[src/b64x_pkg.sv]
`timescale 1ns / 1ps
// Shared types, constants and character decode for the base64 XOR field decoder.
// No dependencies.
package b64x_pkg;

  localparam logic [7:0] XOR_MASK     = 8'h43;
  localparam logic [7:0] CH_DOT       = 8'h2E;
  localparam logic [7:0] CH_NEWLINE   = 8'h0A;
  localparam logic [7:0] CH_C         = 8'h43;
  localparam logic [2:0] FIELD_CODE   = 3'd2;
  localparam logic [2:0] FIELD_BAR    = 3'd3;
  localparam logic [2:0] FIELD_LAST   = 3'd4;
  localparam logic [5:0] GROUPS_RESET = 6'd20;

  localparam int FIFO_DEPTH = 8;
  localparam int PTR_W      = $clog2(FIFO_DEPTH);

  typedef enum logic [1:0] {
    CT_NONE   = 2'd0,
    CT_ONE_C  = 2'd1,
    CT_CC     = 2'd2,
    CT_FAILED = 2'd3
  } ct_state_t;

  typedef struct packed {
    logic [7:0] data_byte;
    logic [2:0] field_index;
    logic       field_end;
    logic       last;
    logic       cue_valid;
    logic [6:0] cue_digit;
  } res_t;

  typedef struct packed {
    logic [1:0] n;
    res_t       r0;
    res_t       r1;
  } push_t;

  function automatic logic [5:0] decode6(input logic [7:0] c);
    logic [7:0] v;
    begin
      v = 8'd0;
      if (c >= 8'h61 && c <= 8'h7A) v = c - 8'h61;
      else if (c >= 8'h41 && c <= 8'h5A) v = c - 8'h41 + 8'd26;
      else if (c >= 8'h30 && c <= 8'h39) v = c - 8'h30 + 8'd52;
      else if (c == 8'h2B || c == 8'h2C) v = 8'd62;
      else if (c == 8'h2F || c == 8'h2D) v = 8'd63;
      return v[5:0];
    end
  endfunction

endpackage

[src/base64_xor_field_decoder_top.sv]
`timescale 1ns / 1ps
// Top level of the base64 XOR field decoder: input register, decode core, result queue, APB.
// Depends on b64x_pkg, b64x_core, b64x_fifo.
//
// Usage:
//   Input channel: ch with in_valid / in_stall; one scanner character per request.
//   Output channel: data_byte, field_index, field_end, last, cue_valid, cue_digit
//   with out_valid / out_stall; each character gives zero, one or two result requests,
//   the final one marked by last.
//   A character taken at the input is held in the input register, decoded by the core
//   and its results are written into the result queue, from which they are offered.
//   Throughput: one character per cycle while in_stall is low. A character that
//   gives two results still needs two pops at the output.
//   The eight-entry result queue parts the two sides; in_stall rises when the queue
//   might not hold the results of the registered and the next character, so a
//   stalling receiver backs up into the input and nothing is lost.
//   Reset (rst, synchronous) empties the queue, clears the field state and sets
//   max_field_groups to 20. APB: max_field_groups at byte address 0.
//   It is to be written only while the block is idle; the block does not enforce this.
module base64_xor_field_decoder_top import b64x_pkg::*; (
  input  logic        clk,
  input  logic        rst,
  input  logic        in_valid,
  output logic        in_stall,
  input  logic [7:0]  ch,
  output logic        out_valid,
  input  logic        out_stall,
  output logic [7:0]  data_byte,
  output logic [2:0]  field_index,
  output logic        field_end,
  output logic        last,
  output logic        cue_valid,
  output logic [6:0]  cue_digit,
  input  logic        psel,
  input  logic        penable,
  input  logic        pwrite,
  input  logic [2:0]  paddr,
  input  logic [31:0] pwdata,
  output logic [31:0] prdata,
  output logic        pready
);

  logic           pend;
  logic [7:0]     ch_q;
  logic [5:0]     max_groups;
  push_t          push;
  res_t           head;
  logic [PTR_W:0] level;
  logic           accept;

  assign pready   = 1'b1;
  assign prdata   = (paddr == 3'd0) ? {26'd0, max_groups} : 32'd0;
  assign in_stall = pend ? (level > (PTR_W + 1)'(FIFO_DEPTH - 4))
                         : (level > (PTR_W + 1)'(FIFO_DEPTH - 2));
  assign accept   = in_valid && !in_stall;

  always_ff @(posedge clk) begin
    if (rst) begin
      pend       <= 1'b0;
      max_groups <= GROUPS_RESET;
    end else begin
      pend <= accept;
      if (psel && penable && pwrite && paddr == 3'd0) max_groups <= pwdata[5:0];
    end
  end

  always_ff @(posedge clk) begin
    if (accept) ch_q <= ch;
  end

  b64x_core u_core (
    .clk        (clk),
    .rst        (rst),
    .item_valid (pend),
    .ch         (ch_q),
    .max_groups (max_groups),
    .push       (push)
  );

  b64x_fifo u_fifo (
    .clk       (clk),
    .rst       (rst),
    .push      (push),
    .pop       (!out_stall),
    .not_empty (out_valid),
    .level     (level),
    .head      (head)
  );

  assign data_byte   = head.data_byte;
  assign field_index = head.field_index;
  assign field_end   = head.field_end;
  assign last        = head.last;
  assign cue_valid   = head.cue_valid;
  assign cue_digit   = head.cue_digit;

endmodule

[src/b64x_core.sv]
`timescale 1ns / 1ps
// Decode state and per-character result logic: up to two results per character.
// Depends on b64x_pkg.
module b64x_core import b64x_pkg::*; (
  input  logic       clk,
  input  logic       rst,
  input  logic       item_valid,
  input  logic [7:0] ch,
  input  logic [5:0] max_groups,
  output push_t      push
);

  logic [1:0] group_pos, group_pos_next;
  logic [5:0] held_bits, held_bits_next;
  logic [5:0] group_count, group_count_next;
  logic [2:0] field_num, field_num_next;
  ct_state_t  ct, ct_next;
  logic       cue_mode, cue_mode_next;
  logic       dot_pending, dot_pending_next;

  function automatic res_t make_res(input logic [7:0] b, input logic fend,
                                    input logic [2:0] fn, input logic cue);
    res_t       r;
    logic       cv;
    logic [7:0] d;
    begin
      cv = cue && fn == FIELD_BAR && b >= 8'd32 && b <= 8'd126;
      d  = b - 8'd32;
      r.data_byte   = b;
      r.field_index = fn;
      r.field_end   = fend;
      r.last        = 1'b0;
      r.cue_valid   = cv;
      r.cue_digit   = cv ? d[6:0] : 7'd0;
      return r;
    end
  endfunction

  function automatic ct_state_t ct_upd(input ct_state_t c, input logic [2:0] fn,
                                       input logic [7:0] b);
    ct_state_t o;
    begin
      o = c;
      if (fn == FIELD_CODE) begin
        case (c)
          CT_NONE:  o = (b == CH_C) ? CT_ONE_C : CT_FAILED;
          CT_ONE_C: o = (b == CH_C) ? CT_CC : CT_FAILED;
          default:  o = c;
        endcase
      end
      return o;
    end
  endfunction

  logic [5:0] v;
  logic [5:0] limit;
  logic [6:0] cnt;
  logic [7:0] b0, b1;
  logic       do_end;
  ct_state_t  ct_mid;

  always_comb begin
    group_pos_next   = group_pos;
    held_bits_next   = held_bits;
    group_count_next = group_count;
    field_num_next   = field_num;
    ct_next          = ct;
    cue_mode_next    = cue_mode;
    dot_pending_next = dot_pending;
    push             = '0;
    v                = decode6(ch);
    limit            = (max_groups == 6'd0) ? 6'd1 : max_groups;
    cnt              = {1'b0, group_count} + 7'd1;
    b0               = 8'd0;
    b1               = 8'd0;
    do_end           = 1'b0;
    ct_mid           = ct;

    if (item_valid) begin
      dot_pending_next = 1'b0;
      if (dot_pending && ch == CH_DOT) begin
        // swallowed after a forced end
      end else if (ch == CH_DOT || ch == CH_NEWLINE) begin
        case (group_pos)
          2'd1: begin
            b0 = {held_bits, 2'b00} ^ XOR_MASK;
            push.n  = 2'd2;
            push.r0 = make_res(b0, 1'b0, field_num, cue_mode);
            push.r1 = make_res(8'd0, 1'b1, field_num, cue_mode);
            push.r1.last = 1'b1;
            ct_mid = ct_upd(ct_upd(ct, field_num, b0), field_num, 8'd0);
          end
          2'd2: begin
            b0 = (held_bits != 6'd0) ? ({held_bits[3:0], 4'b0000} ^ XOR_MASK) : 8'd0;
            push.n  = 2'd1;
            push.r0 = make_res(b0, 1'b1, field_num, cue_mode);
            push.r0.last = 1'b1;
            ct_mid = ct_upd(ct, field_num, b0);
          end
          2'd3: begin
            b0 = (held_bits != 6'd0) ? ({held_bits[1:0], 6'b000000} ^ XOR_MASK) : 8'd0;
            push.n  = 2'd1;
            push.r0 = make_res(b0, 1'b1, field_num, cue_mode);
            push.r0.last = 1'b1;
            ct_mid = ct_upd(ct, field_num, b0);
          end
          default: ct_mid = ct;
        endcase
        if (ch == CH_NEWLINE) begin
          group_pos_next   = 2'd0;
          held_bits_next   = 6'd0;
          group_count_next = 6'd0;
          field_num_next   = 3'd0;
          ct_next          = CT_NONE;
          cue_mode_next    = 1'b0;
        end else begin
          ct_next = ct_mid;
          do_end  = 1'b1;
        end
      end else begin
        case (group_pos)
          2'd0: begin
            held_bits_next = v;
            group_pos_next = 2'd1;
          end
          2'd1: begin
            held_bits_next = {2'b00, v[3:0]};
            group_pos_next = 2'd2;
            b1 = {held_bits, v[5:4]} ^ XOR_MASK;
            push.n  = 2'd1;
            push.r0 = make_res(b1, 1'b0, field_num, cue_mode);
            push.r0.last = 1'b1;
            ct_next = ct_upd(ct, field_num, b1);
          end
          2'd2: begin
            held_bits_next = {4'b0000, v[1:0]};
            group_pos_next = 2'd3;
            b1 = {held_bits[3:0], v[5:2]} ^ XOR_MASK;
            push.n  = 2'd1;
            push.r0 = make_res(b1, 1'b0, field_num, cue_mode);
            push.r0.last = 1'b1;
            ct_next = ct_upd(ct, field_num, b1);
          end
          default: begin
            held_bits_next   = 6'd0;
            group_pos_next   = 2'd0;
            group_count_next = cnt[5:0];
            b1 = {held_bits[1:0], v} ^ XOR_MASK;
            push.n  = 2'd1;
            push.r0 = make_res(b1, cnt >= {1'b0, limit}, field_num, cue_mode);
            push.r0.last = 1'b1;
            ct_next = ct_upd(ct, field_num, b1);
            ct_mid  = ct_next;
            if (cnt >= {1'b0, limit}) begin
              do_end           = 1'b1;
              dot_pending_next = 1'b1;
            end
          end
        endcase
      end

      if (do_end) begin
        if (field_num == FIELD_CODE) cue_mode_next = (ct_mid == CT_CC);
        if (field_num < FIELD_LAST) field_num_next = field_num + 3'd1;
        if (field_num + 3'd1 == FIELD_CODE) ct_next = CT_NONE;
        group_pos_next   = 2'd0;
        held_bits_next   = 6'd0;
        group_count_next = 6'd0;
      end
    end
  end

  always_ff @(posedge clk) begin
    if (rst) begin
      group_pos   <= 2'd0;
      held_bits   <= 6'd0;
      group_count <= 6'd0;
      field_num   <= 3'd0;
      ct          <= CT_NONE;
      cue_mode    <= 1'b0;
      dot_pending <= 1'b0;
    end else begin
      group_pos   <= group_pos_next;
      held_bits   <= held_bits_next;
      group_count <= group_count_next;
      field_num   <= field_num_next;
      ct          <= ct_next;
      cue_mode    <= cue_mode_next;
      dot_pending <= dot_pending_next;
    end
  end

endmodule

[src/b64x_fifo.sv]
`timescale 1ns / 1ps
// Result queue: takes up to two results a cycle, hands out one.
// Depends on b64x_pkg.
module b64x_fifo import b64x_pkg::*; (
  input  logic             clk,
  input  logic             rst,
  input  push_t            push,
  input  logic             pop,
  output logic             not_empty,
  output logic [PTR_W:0]   level,
  output res_t             head
);

  res_t             mem [FIFO_DEPTH];
  logic [PTR_W-1:0] wr_ptr, rd_ptr;
  logic [PTR_W:0]   count;
  logic             do_pop;

  assign not_empty = (count != '0);
  assign level     = count;
  assign head      = mem[rd_ptr];
  assign do_pop    = pop && not_empty;

  always_ff @(posedge clk) begin
    if (push.n != 2'd0) mem[wr_ptr] <= push.r0;
    if (push.n == 2'd2) mem[wr_ptr + PTR_W'(1)] <= push.r1;
  end

  always_ff @(posedge clk) begin
    if (rst) begin
      wr_ptr <= '0;
      rd_ptr <= '0;
      count  <= '0;
    end else begin
      wr_ptr <= wr_ptr + PTR_W'(push.n);
      if (do_pop) rd_ptr <= rd_ptr + PTR_W'(1);
      count <= count + (PTR_W + 1)'(push.n) - (PTR_W + 1)'(do_pop);
    end
  end

endmodule

[config.mk]
export PLATFORM = sky130hd
export DESIGN_NAME = base64_xor_field_decoder_top
export DESIGN_NICKNAME = d
export VERILOG_FILES = /design/src/b64x_pkg.sv /design/src/base64_xor_field_decoder_top.sv /design/src/b64x_core.sv /design/src/b64x_fifo.sv
export SDC_FILE = /design/constraint.sdc
export NUM_CORES = 1
export LEC_CHECK = 0
export BUFFER_PORTS_ARGS = -buffer_cell sky130_fd_sc_hd__buf_2
export CORE_UTILIZATION = 55
export DETAILED_ROUTE_END_ITERATION = 7
export GPL_TIMING_DRIVEN = 0
export PLACE_DENSITY = 0.73
export SLEW_MARGIN = 25
export SYNTH_ARGS = -nofsm -noshare
export SYNTH_HDL_FRONTEND = slang
export SYNTH_SLANG_ARGS = --single-unit
[constraint.sdc]
create_clock -name clk -period 4.1 [get_ports clk]
set_clock_uncertainty 0.2 [all_clocks]
set_input_delay 0.41 -clock clk [delete_from_list [all_inputs] [get_ports clk]]
set_output_delay 0.41 -clock clk [all_outputs]
set_load 0.005 [all_outputs]
==> qor.txt <==
Outcome - finished, final reports clean
CTS Root Buffer Type - sky130_fd_sc_hd__clkbuf_16
Clk pin slew, worst setup/hold paths - 0.06 ns
Overall track demand over capacity in global routing - 0.2954
Buffers from clock root to sink, at most - 3
Grt total ovfl - 0
Worst VDD drop - 0.2923 mV
Leading post-synthesis cells by instance count - sky130_fd_sc_hd__dfxtp_1, sky130_fd_sc_hd__nand2_1, sky130_fd_sc_hd__nor2_1
Routed via count - 9,823
Synthesized instance count - 1,168
Cell-by-cell trace of the critical path - clkbuf_2 -> inv_1 -> ha_4 -> and3_1 -> clkbuf_1 -> o21ai_2 -> and2_1 -> buf_6 -> nor3_4 -> nand3_2 -> and2_1 -> buf_2 -> buf_2 -> inv_1
Proportion of register bits with asynchronous set or reset after synthesis - 0
Average cell area after synthesis - 9.862 um^2
Core utilization of the finished layout - 0.6540
Number of flops mapped to enable cells by yosys - 48
Number of clock sinks - 217
Pin count of the biggest net entering global routing - 14
Count of pins on the block boundary - 106
Quantity of I/O buffers inserted on ports - 51
Clock latency reported for the late side of the worst-skew pair - 0.53 ns
Kind of capture point of the worst setup path - flip-flop
Worst path buffer plus inverter count - 7
Worst hold path type - primary input to flip-flop
Switching Share - 0.3011
Total wire length - 31,990 um
Chip Height - 146.7 um
Post-synthesis register bit count - 217
Worst-case hold slack - 0.08082 ns
Cell internal pwr - 3.959 mW
Crit Path Category - flip-flop to flip-flop
Max transition margin - 0.3130
DPL Wire Length - 23,010 um
Remaining antenna violation count - 0
Fraction of final layout cells with drive strength greater than 1 - 0.2049
Post-synthesis sequential area ratio - 0.4189
Number of buffers inserted during clock tree synthesis - 24
Number of setup violations in the final report - 0
Cell Rows - 52
Leading area contributor after synthesis - sky130_fd_sc_hd__dfxtp_1
Kind of cell adding the most delay to the critical path - buffers and inverters
Met2 global-route usage - 0.4870
Vias in the first global route - 9,325
Leakage power summed over all cells - 5.026 nW
Final cycle utilization of the critical path - 0.9641
Drt drc - 0
Share of total power in the clock network - 0.367
Transition at the pin with the smallest max-transition slack - 1.020 ns
Met3 track demand over resource in global routing - 0.04006
Die Area - 21,530 um^2
Unique masters post-synth - 92
CTS tree - done
Final slew viol count - 0
First-pass GRT wire length - 50,560 um
Area fraction of the dominant cell type after synthesis - 0.2937
Yosys warnings - 0
Final Net Count - 1,385
CP Data Required Time - 4.11 ns
Area growth syn-to-layout - 15.62%
Deepest level of the CTS H-tree - 1
Most common cell in the netlist - sky130_fd_sc_hd__dfxtp_1
Met1 GRT Util - 0.4021
Synthesized cell area - 11,520 um^2
Gp weighted congestion - 0.9479
Minimum period implied by the final worst setup slack - 3.953 ns
Top Usage Layer GRT - met2
Initial drt markers - 834
Stage delay of the slowest cell on the critical path - 0.44 ns
Placeable core region - 20,360 um^2
Post-detailed-route wirelength per cell - 20.21 um
Largest fanout of any net on the critical path - 10
Antenna Diode Count - 0
Sequential power share - 0.405
Initial DRT Pass Iterations - 5
Vias per inst - 6.205
Kind of launch point of the worst setup path - flip-flop
# Max-Cap Violations - 0
Number of antenna violations at the first check in global routing - 0
Highest attainable clock frequency - 0.2530 GHz
Top cells by area, synth - sky130_fd_sc_hd__dfxtp_1, sky130_fd_sc_hd__edfxtp_1, sky130_fd_sc_hd__mux4_2, sky130_fd_sc_hd__a22o_1, sky130_fd_sc_hd__ha_1
Starting utilization of the core area - 0.5656
Power Density - 425.4 nW/um^2
Total negative slack - 0 ns
Die extent in x - 146.7 um
Switching Power - 1.706 mW
Hold Fails Final Rpt - 0
Fraction of power consumed by combinational cells - 0.227
Crit path arrival time - 3.97 ns
Prevailing post-synth register cell - sky130_fd_sc_hd__dfxtp_1
Cell type of the slowest stage on the worst timing path - sky130_fd_sc_hd__edfxtp_1
==> sequential cells by signal, summed over array words and instances, names as in the netlist, named ones only <==
signal and cells:
u_fifo.mem 168, ch_q 8, max_groups 6, u_core.group_count 6, u_core.held_bits 6, u_fifo.level 4
u_core.field_num 3, u_fifo.rd_ptr 3, u_fifo.wr_ptr 3, u_core.ct 2, u_core.group_pos 2, pend 1
u_core.cue_mode 1, u_core.dot_pending 1
==> cells in the final DEF (no fill, tap or decap), types with 18 or more instances in the layout <==
| master | n |
|---|---|
| sky130_fd_sc_hd__o21ai_0 | 70 |
| sky130_fd_sc_hd__conb_1 | 27 |
| sky130_fd_sc_hd__mux4_2 | 42 |
| sky130_fd_sc_hd__ha_1 | 37 |
| sky130_fd_sc_hd__buf_4 | 40 |
| sky130_fd_sc_hd__inv_1 | 46 |
| sky130_fd_sc_hd__buf_2 | 63 |
| sky130_fd_sc_hd__o21ai_1 | 28 |
| sky130_fd_sc_hd__dfxtp_1 | 169 |
| sky130_fd_sc_hd__clkbuf_1 | 50 |
| sky130_fd_sc_hd__mux2_2 | 21 |
| sky130_fd_sc_hd__nand2_1 | 112 |
| sky130_fd_sc_hd__nand3_1 | 25 |
| sky130_fd_sc_hd__a22o_1 | 60 |
| sky130_fd_sc_hd__nor2_1 | 78 |
| sky130_fd_sc_hd__and2_1 | 18 |
| sky130_fd_sc_hd__o22ai_1 | 31 |
| sky130_fd_sc_hd__nor3_1 | 18 |
| sky130_fd_sc_hd__clkbuf_16 | 24 |
| sky130_fd_sc_hd__a21oi_1 | 35 |
| sky130_fd_sc_hd__edfxtp_1 | 48 |
==> cell type report <==
class,count,area [um^2]
timing repair buffer,76,478.0
sequential,217,4825
tap,270,337.8
clock inverter,11,70.07
fill,1677,7047
inverter,49,183.9
multi-input combinational,830,6228
clock buffer,33,694.4
buffer,97,500.5
==> power by group through the flow <==
stage	clock [mW]	sequential, mW	combinational, mW
5_1_grt	2.19	2.30	1.40
3_5_place_dp	0	2.34	1.22
2_1_floorplan	0	2.33	0.913
3_3_place_gp	0	2.34	1.21
6_report	2.08	2.30	1.29
4_1_cts	2.10	2.30	1.25
==> logic make-up (layout without fill, tap and decap cells) <==
| group | count (synthesis) | count (layout) | synth area share |
|---|---|---|---|
| fa+ha+maj | 40 | 40 | 0.04475 |
| simple gates | 326 | 326 | 0.1371 |
| flops | 217 | 217 | 0.4189 |
| other cells | 2 | 27 | 0.0006520 |
| mux | 69 | 69 | 0.1079 |
| buf+inv | 146 | 266 | 0.05866 |
| xor+xnor | 19 | 19 | 0.01445 |
| compound gates | 349 | 349 | 0.2177 |
==> layer usage <==
metal / up-vias / wire, um
met2: 461 / 15330
met3: 78 / 2598
met5: - / 0
met4: 0 / 885
li1: 4564 / -
met1: 4720 / 13170
==> per-stage QoR <==
stage | std cells | setup slack, ns | instance area, um^2 | total power [mW]
5_1_grt | 1583 | -0.002272 | 13320 | 5.898
4_1_cts | 1574 | 0.005121 | 13170 | 5.649
3_5_place_dp | 1514 | -0.4624 | 12210 | 3.566
3_3_place_gp | 1514 | -0.4023 | 12210 | 3.555
2_1_floorplan | 1193 | 0.3188 | 11610 | 3.242
6_report | 1583 | 0.1473 | 13320 | 5.665
==> timing repair <==
item                       4_1_cts  5_1_grt
setup buffers                    2        9
setup endpoints to repair      125      160
gates cloned                     0        0
hold buffers                    14        0
hold endpoints to repair        14        0
pin swaps                        3        2
resized for setup               12       14
==> path summary, 6_finish.rpt <==
kind | start | to | slack (ns) | cells past startpoint
max | ch_q[2] | u_fifo.mem[7][11] | 0.15 | 14
min | rst | u_fifo.wr_ptr[0] | 0.08 | 2
max reg2reg | ch_q[2] | u_fifo.mem[7][11] | 0.15 | 14
min reg2reg | u_fifo.mem[7][13] | u_fifo.mem[7][13] | 0.25 | 2
(Power assumes the default switching activity.)
